[src/hw/rtl/spq_pkg.sv]
// Shared types and constants for the sorted priority queue.
// Used by spq_cell, sorted_priority_queue_top and tb_top; depends on nothing else.
`default_nettype none

package spq_pkg;

  localparam int CAPACITY_DEFAULT = 16;

  localparam int VALUE_W = 32;
  localparam int PRIO_W  = 8;

  // Operation codes carried in the kind field.
  localparam logic [1:0] KIND_ENQUEUE = 2'd0;
  localparam logic [1:0] KIND_DEQUEUE = 2'd1;
  localparam logic [1:0] KIND_PEEK    = 2'd2;

  // Status codes of a result.
  localparam logic [1:0] STATUS_OK    = 2'd0;
  localparam logic [1:0] STATUS_EMPTY = 2'd1;
  localparam logic [1:0] STATUS_FULL  = 2'd2;

  typedef struct packed {
    logic [1:0]                kind;
    logic signed [VALUE_W-1:0] item_value;
    logic [PRIO_W-1:0]         item_priority;
  } spq_in_t;

  typedef struct packed {
    logic signed [VALUE_W-1:0] result_value;
    logic [1:0]                status;
    logic                      now_empty;
  } spq_out_t;

  // Command broadcast to every cell of the chain.
  typedef struct packed {
    logic                      insert;
    logic                      remove;
    logic signed [VALUE_W-1:0] value;
    logic [PRIO_W-1:0]         prio;
  } spq_cmd_t;

  // What a cell hands to its neighbors: its entry and whether the new
  // entry belongs at or before this cell.
  typedef struct packed {
    logic signed [VALUE_W-1:0] value;
    logic [PRIO_W-1:0]         prio;
    logic                      ins;
  } spq_link_t;

endpackage

`default_nettype wire

[src/hw/rtl/spq_cell.sv]
// One slot of the sorted chain: holds an entry and shifts with its neighbors.
// Depends on spq_pkg.
`default_nettype none

module spq_cell (
  input  wire logic                 clk,
  input  wire spq_pkg::spq_cmd_t    cmd,
  input  wire logic                 occupied,
  input  wire spq_pkg::spq_link_t   left,
  input  wire spq_pkg::spq_link_t   right,
  output spq_pkg::spq_link_t        link
);

  logic signed [spq_pkg::VALUE_W-1:0] value;
  logic [spq_pkg::PRIO_W-1:0]         prio;
  logic                               ins_here;

  // The new entry goes after every entry of lower or equal priority, so it
  // lands ahead of this cell when the cell is free or strictly larger.
  assign ins_here = !occupied || (prio > cmd.prio);

  always_ff @(posedge clk) begin
    if (cmd.insert) begin
      if (left.ins) begin
        value <= left.value;
        prio  <= left.prio;
      end else if (ins_here) begin
        value <= cmd.value;
        prio  <= cmd.prio;
      end
    end else if (cmd.remove) begin
      value <= right.value;
      prio  <= right.prio;
    end
  end

  assign link.value = value;
  assign link.prio  = prio;
  assign link.ins   = ins_here;

endmodule

`default_nettype wire

[src/hw/rtl/sorted_priority_queue_top.sv]
// Top level of the sorted priority queue: a chain of spq_cell slots plus
// the fill counter and the registered result. Depends on spq_pkg, spq_cell.
`default_nettype none

// The queue holds up to CAPACITY entries sorted by ascending priority, with
// earlier arrivals ahead among equal priorities. A command transfer happens
// on a rising edge with start high and busy low; busy is always low, so a
// command may be given in every cycle. Each command yields one result on the
// following cycle: done is high for exactly that cycle and result holds the
// head data (or -1 when empty, 0 for enqueue), the status and the empty flag
// after the command. The receiver cannot stall the block, so it must take
// the result in that cycle. Every slot compares its priority with the new
// entry and shifts with its neighbor at the same edge, which sets the rate
// at one command per cycle.
module sorted_priority_queue_top #(
  parameter int CAPACITY = spq_pkg::CAPACITY_DEFAULT
) (
  input  wire logic             clk,
  input  wire logic             rst,
  input  wire logic             start,
  output logic                  busy,
  input  wire spq_pkg::spq_in_t item,
  output logic                  done,
  output spq_pkg::spq_out_t     result
);

  localparam int CW = $clog2(CAPACITY + 1);

  logic [CW-1:0]       count;
  logic [CW-1:0]       count_next;
  logic                accept;
  logic                empty;
  logic                full;
  logic [CAPACITY-1:0] occupied;
  spq_pkg::spq_cmd_t   cmd;
  spq_pkg::spq_out_t   result_next;

  // link[i] is the output of cell i; the two ends see a free, never-chosen
  // entry so the first cell never takes from its left.
  spq_pkg::spq_link_t  link [CAPACITY];
  spq_pkg::spq_link_t  edge_link;

  assign busy   = 1'b0;
  assign accept = start && !busy;
  assign empty  = (count == '0);
  assign full   = (count == CW'(CAPACITY));

  assign edge_link.value = '0;
  assign edge_link.prio  = '0;
  assign edge_link.ins   = 1'b0;

  always_comb begin
    cmd.insert = 1'b0;
    cmd.remove = 1'b0;
    cmd.value  = item.item_value;
    cmd.prio   = item.item_priority;
    count_next = count;
    result_next.result_value = '0;
    result_next.status       = spq_pkg::STATUS_OK;
    unique case (item.kind)
      spq_pkg::KIND_ENQUEUE: begin
        if (full) begin
          result_next.status = spq_pkg::STATUS_FULL;
        end else begin
          cmd.insert = accept;
          count_next = count + CW'(1);
        end
      end
      spq_pkg::KIND_DEQUEUE, spq_pkg::KIND_PEEK: begin
        if (empty) begin
          result_next.result_value = -32'sd1;
          result_next.status       = spq_pkg::STATUS_EMPTY;
        end else begin
          result_next.result_value = link[0].value;
          if (item.kind == spq_pkg::KIND_DEQUEUE) begin
            cmd.remove = accept;
            count_next = count - CW'(1);
          end
        end
      end
      default: begin
        // Unused code: no change, zero result.
      end
    endcase
    result_next.now_empty = (count_next == '0);
  end

  for (genvar i = 0; i < CAPACITY; i++) begin : g_cell
    assign occupied[i] = (CW'(i) < count);

    spq_cell u_cell (
      .clk      (clk),
      .cmd      (cmd),
      .occupied (occupied[i]),
      .left     ((i == 0) ? edge_link : link[(i == 0) ? 0 : i - 1]),
      .right    ((i == CAPACITY - 1) ? edge_link
                                     : link[(i == CAPACITY - 1) ? i : i + 1]),
      .link     (link[i])
    );
  end

  always_ff @(posedge clk) begin
    if (rst) begin
      count <= '0;
      done  <= 1'b0;
    end else begin
      done <= accept;
      if (accept) begin
        count <= count_next;
      end
    end
    if (accept) begin
      result <= result_next;
    end
  end

endmodule

`default_nettype wire

[config.mk]
export PLATFORM = sky130hd
export DESIGN_NAME = sorted_priority_queue_top
export DESIGN_NICKNAME = d
export VERILOG_FILES = /design/src/hw/rtl/spq_pkg.sv /design/src/hw/rtl/spq_cell.sv /design/src/hw/rtl/sorted_priority_queue_top.sv
export SDC_FILE = /design/constraint.sdc
export NUM_CORES = 1
export LEC_CHECK = 0
export BUFFER_PORTS_ARGS = -buffer_cell sky130_fd_sc_hd__buf_2
export CORE_ASPECT_RATIO = 0.8
export CORE_MARGIN = 10
export CORE_UTILIZATION = 40
export CTS_BUF_LIST = sky130_fd_sc_hd__clkbuf_16
export CTS_CLUSTER_DIAMETER = 50
export DETAILED_ROUTE_END_ITERATION = 10
export PLACE_DENSITY = 0.6
export SETUP_SLACK_MARGIN = 0.15
export SYNTH_ARGS = -nofsm -noshare
export SYNTH_HDL_FRONTEND = slang
export SYNTH_SLANG_ARGS = --single-unit
[constraint.sdc]
create_clock -name clk -period 7.1 [get_ports clk]
set_input_delay 1.42 -clock clk [delete_from_list [all_inputs] [get_ports clk]]
set_output_delay 1.42 -clock clk [all_outputs]
set_load 0.005 [all_outputs]
# Word-level counts from Yosys, hierarchy flattened
# Cells that the tools add are included.
# word_totals
in_bits	45
regBits	681
output_inout_bits	37
# classes
eq_ne	19
order_cmp	32
n_reduce_logical	53
n_addsub	2
muxes	139
# ops
operator	n
2-to-1 mux 32 bit	64
2-to-1 mux 8 bit	63
> comparator 8 bit	16
inequality test 3 x 1 -> 1 bit, second input constant	15
less-than comparator 4 x 5 -> 1 bit, first input constant	8
AND reduction 2 bit	16
less-than comparator 3 x 5 -> 1 bit, first input constant	4
logical NOT 1 bit	16
logical OR 1 bit	16
2-to-1 mux 5 bit	3
logical NOT 5 bit	2
less-than comparator 1 x 5 -> 1 bit, first input constant	2
less-than comparator 2 x 5 -> 1 bit, first input constant	2
case mux 5 bit (2 select lines)	1
2-to-1 mux 1 bit	6
adder 5 x 1 -> 5 bit, second input constant	1
equality test 5 bit, second input constant	1
subtractor 5 x 1 -> 5 bit, second input constant	1
case mux 2 bit (2 select lines)	1
equality test 2 x 1 -> 1 bit, second input constant	1
equality test 2 bit, second input constant	1
logical NOT 2 bit	1
2-to-1 mux 2 bit	1
inequality test 2 x 1 -> 1 bit, second input constant	1
other kinds (2)	2

# Depth between registers and ports, before layout
# logic_depth
ltp_word	6
ltp_mapped	11

# Modules after synthesis
# From an unflattened synthesis, not the netlist that was laid out.
# unflattened
hier_cells	3549
hier_area_um2	39111.3
# modules_own_cells
module	n_inst	cells_per_inst	area_each_um2
spq_cell	16	208	2312.2
sorted_priority_queue_top	1	221	2115.8

# Worst setup path after synthesis
# OpenSTA, ideal clock, no wires.
# synth_timing
path_kind	input port to flip-flop
from	in item[6] in the netlist's numbering
to	reg g_cell[4].u_cell.prio[0] in the netlist's numbering, enable pin
setup_time_ns	0.462
n_path_buf	3
slack_ns	1.030
stages	10
arrival_ns	5.609
required_time_ns	6.638
path_cell_list	clkbuf_1 inv_1 ha_1 nand4_1 nand2b_1 a21oi_2 buf_2 clkbuf_1 nor3_1 a31oi_1
# synth_between
elab_chain_len	4
word_cells_on_any_way	6
cone_classes	order compare (2); eq/ne (1); reduce/logical (3)
# synth_rtl
element	line	rtl
from (decl)	sorted_priority_queue_top.sv:22	input wire spq_pkg::spq_in_t item,
> comparator 8 bit	spq_cell.sv:20	assign ins_here = !occupied || (prio > cmd.prio);
logical OR 1 bit	spq_cell.sv:20	
inequality test 3 x 1 -> 1 bit (no line) (*)	n/a	
AND reduction 2 bit (no line) (*)	n/a	
to (signal assigned)	spq_cell.sv:26	prio <= left.prio;
to (signal assigned)	spq_cell.sv:29	prio <= cmd.prio;
to (signal assigned)	spq_cell.sv:33	prio <= right.prio;
to (decl)	spq_cell.sv:15	logic [spq_pkg::PRIO_W-1:0] prio;
# Mark *: on every way between the ends. The rest lies on a longest branch, timed or not.
# A chain may end at the register's enable or synchronous reset.

# Worst setup path after layout
# layout_timing
from	in item[7] in the netlist's numbering
to	reg g_cell[13].u_cell.value[15] in the netlist's numbering, enable pin
# layout_between
elab_chain_len	4
word_cells_on_any_way	6
cone_classes	order compare (2); eq/ne (1); reduce/logical (3)
# layout_rtl
element	line	rtl
> comparator 8 bit	spq_cell.sv:20	
logical OR 1 bit	spq_cell.sv:20	
inequality test 3 x 1 -> 1 bit (no line) (*)	n/a	
AND reduction 2 bit (no line) (*)	n/a	
to (signal assigned)	spq_cell.sv:25	value <= left.value;
to (signal assigned)	spq_cell.sv:28	value <= cmd.value;
to (signal assigned)	spq_cell.sv:32	value <= right.value;
to (decl)	spq_cell.sv:14	logic signed [spq_pkg::VALUE_W-1:0] value;
# Marked as above.

==> results.cfg <==
[global_routing]
grt_first_pass_wirelength_um = 220000
grt_max_degree = 198
antenna_found_initial = 16
gr-total-overflow = 0
grt_pass1_vias = 34500
grt_usage_pct = 23.6

[critical_path]
endpoint = g_cell[13].u_cell.value[15]$_DFFE_PP_
cp-start-kind = input pin
crit_path_frequent_cell = buf_4
crit_path_cell_trace = buf_2 -> inv_1 -> ha_1 -> nand4_1 -> nand2b_1 -> a21oi_4 -> buf_4 -> nor3_1 -> a31oi_4 -> buf_4
crit_arrival_ns = 5.11
worstPathRequired_ns = 7.40
crit_path_max_incr_delay_ns = 0.73
worstSetupStartpoint = item[7]
cp_num_buf_inv = 4
crit_family = buffers and inverters
ff2ff_path_depth = 8
path_depth = 10
timing.rr.start = count[1]$_SDFFE_PP0P_
r2r_end = g_cell[15].u_cell.value[25]$_SDFFCE_PP0P_
cp_max_fo = 81
cp-end-kind = register
slowest_stage = buf_4
critPathKind = input pin to register
ff2ff_setup_slack_ns = 2.61

[logic_synthesis]
syn_avg_cell_area_sq_um = 10.1
synth_ff_type = edfxtp_1
async_flop_share_pct = 0
synth_top_cell_by_area = edfxtp_1
syn_area_sq_um = 42200
ys_types = 72
ys_ff_latch = 681
yosys_warnings = 0
synth_top_cell_area_share_pct = 48.1
yosysMostFrequentCell = edfxtp_1
synth_edf_count = 675
syn-instance-count = 4172
synth_area_leaders = edfxtp_1 48%, o31ai_1 9.2%, a31oi_1 7.8%
synthTopCellsByCount = 675 x edfxtp_1, 534 x nor2_1, 528 x a31oi_1
syn_nets = 4352
ys_seq_area_share_pct = 48.4

[drt]
routedWlPerCell_um = 27.2
drt_iter0_markers = 4377
drc_errors = 0
ant_nets = 0
first_pass_iters = 6
routed_wl_um = 146000
vias = 36500
viasPerCell = 6.78

[clocking]
cts_tree = yes
cts_sinks = 681
cts_buffers = 82
path_clk_slew_ns = 0.06
cts_hold_buf = 0
cts-resized-gates = 0
worstSkewPairLatency_ns = 0.68
htree_levels = 3
clk_path_buf_depth = 3
root_buffer = clkbuf_16
cts_setup_buffers = 0

[sta]
finalCriticalPeriod_ns = 4.81
slew_headroom_pct = 22.0
final_max_slew_viol_count = 0
finalHoldViolCount = 0
setup_slack_ns = 2.29
post-route-period-util_pct = 67.7
tns_ns = 0
worstMarginPinSlew_ns = 1.17
whs_ns = 0.536
skew_ns = 0.0317
rsz0062_at_grt = no
setup_violations = 0
fmax_ghz = 0.208

[floorplanning]
row_count = 106
die_height_um = 310
io-pin-count = 82
coreArea_sq_um = 105000
start_util_pct = 40.3
dieArea_sq_um = 119000
dieWidth_um = 383

[power]
power_leakage_nw = 15.2
p_per_area_nw_per_um2 = 239
ir_drop_v = 0.000146

[cells_and_area]
area_growth_syn_to_layout_pct = 9.06
nets = 4100
fillers = 10100
drive_above_1_share_pct = 9.88

[place]
place_hpwl_um = 92400
portBuffers = 80
preCtsSetupSlack_ns = 1.68
place_congestion = 0.906

[min_path]
min_path_type = register to register

[status]
outcome = complete, no violations

[flow_run]
cap_viol_max_count = 0
[per-layer routing]
layer | track usage (%) | routed length (um)
met1 | 32.5 | 61600
met2 | 35.6 | 63700
met3 | 6.33 | 15300
met4 | 8.36 | 5550
met5 | 0 | 115
[worst reg2reg max path, delay by kind of cell, from the launching register on]
kind                     cells  cell delay [ns]
AO/OA/AOI/OAI                2             1.40
adder cells (fa/ha/maj)      1             0.30
buffers and inverters        3             0.94
flip-flops                   1             0.76
AND/OR/NAND/NOR              2             0.78
[per-stage QoR]
step	area, sq um	power (mW)	instances	utilization [%]
floorplan	42200	6.13	4172	-
global placement	43300	6.72	5240	41.5
detailed placement	43300	6.74	5240	41.5
CTS	46000	11.0	5383	44.0
global route	46000	11.3	5387	44.0
finish	46000	11.0	5388	44.0
[cells by family (layout without fill, tap and decap cells)]
logic type	Yosys count	in the layout	synth area share, %
compound gates	1256	1256	20.6
flops	681	681	48.4
fa+ha+maj	135	135	4.01
other cells	1	6	0.00889
mux	41	41	0.973
buf+inv	561	368	5.87
simple gates	1497	1497	20.2
[state kept, by name, summed over array words and instances (netlist names)]
register,cells
done,1
g_cell.u_cell.value,512
result,35
count,5
g_cell.u_cell.prio,128
[worst min path at each step]
stage,from,end,cells after the start
after floorplan,g_cell[1].u_cell.value[31]$_DFFE_PP_,g_cell[0].u_cell.value[31]$_DFFE_PP_,2
after global placement,g_cell[1].u_cell.value[2]$_DFFE_PP_,g_cell[0].u_cell.value[2]$_DFFE_PP_,2
after detailed placement,g_cell[1].u_cell.value[22]$_DFFE_PP_,g_cell[0].u_cell.value[22]$_DFFE_PP_,2
after CTS,g_cell[1].u_cell.value[22]$_DFFE_PP_,g_cell[0].u_cell.value[22]$_DFFE_PP_,2
after global routing,g_cell[1].u_cell.value[5]$_DFFE_PP_,g_cell[0].u_cell.value[5]$_DFFE_PP_,2
final,g_cell[1].u_cell.value[22]$_DFFE_PP_,g_cell[0].u_cell.value[22]$_DFFE_PP_,2
[report_power, final]
part           total, mW  internal [mW]  switching, mW  leakage (nW)
Sequential          4.84           4.70          0.139          6.30
Combinational       1.87          0.531           1.34          7.54
Clock               4.28           2.46           1.82          1.34
Total               11.0           7.69           3.30          15.2
[placed cells by master (no fill, tap or decap), types with 8 or more instances in the layout]
| cell type | Yosys | final |
|---|---|---|
| a31oi_4 | 1 | 15 |
| nor2_1 | 534 | 534 |
| o31ai_1 | 515 | 515 |
| or4_1 | 58 | 58 |
| nor3_1 | 15 | 15 |
| a31oi_1 | 528 | 515 |
| o211ai_1 | 53 | 53 |
| ha_1 | 135 | 135 |
| nand2_1 | 289 | 288 |
| bufinv_16 | 0 | 8 |
| nand2b_1 | 9 | 9 |
| mux2i_1 | 41 | 41 |
| edfxtp_1 | 675 | 675 |
| o21ai_4 | 0 | 9 |
| nand4_1 | 232 | 232 |
| buf_4 | 8 | 103 |
| o21a_2 | 0 | 10 |
| clkinv_1 | 0 | 11 |
| clkbuf_16 | 0 | 85 |
| a21oi_1 | 51 | 49 |
| o21ai_0 | 21 | 21 |
| buf_2 | 175 | 80 |
| nor2b_1 | 21 | 21 |
| o21a_1 | 20 | 10 |
| or4b_1 | 257 | 257 |
| or4b_2 | 9 | 9 |
| inv_1 | 36 | 53 |
| nand4b_1 | 33 | 33 |
| a21oi_4 | 4 | 15 |
[final cells by class]
| type | instances | area (sq um) | area share [%] |
|---|---|---|---|
| Sequential cell | 681 | 20400 | 44.3 |
| Inverter | 38 | 143 | 0.310 |
| Clock inverter | 58 | 509 | 1.11 |
| Antenna cell | 5 | 12.5 | 0.0272 |
| Tap cell | 1404 | 1760 | 3.82 |
| Multi-Input combinational cell | 2930 | 19800 | 43.1 |
| Timing Repair Buffer | 187 | 1250 | 2.73 |
| Clock buffer | 85 | 2130 | 4.62 |
No activity file was read; power rests on OpenSTA's default activity.
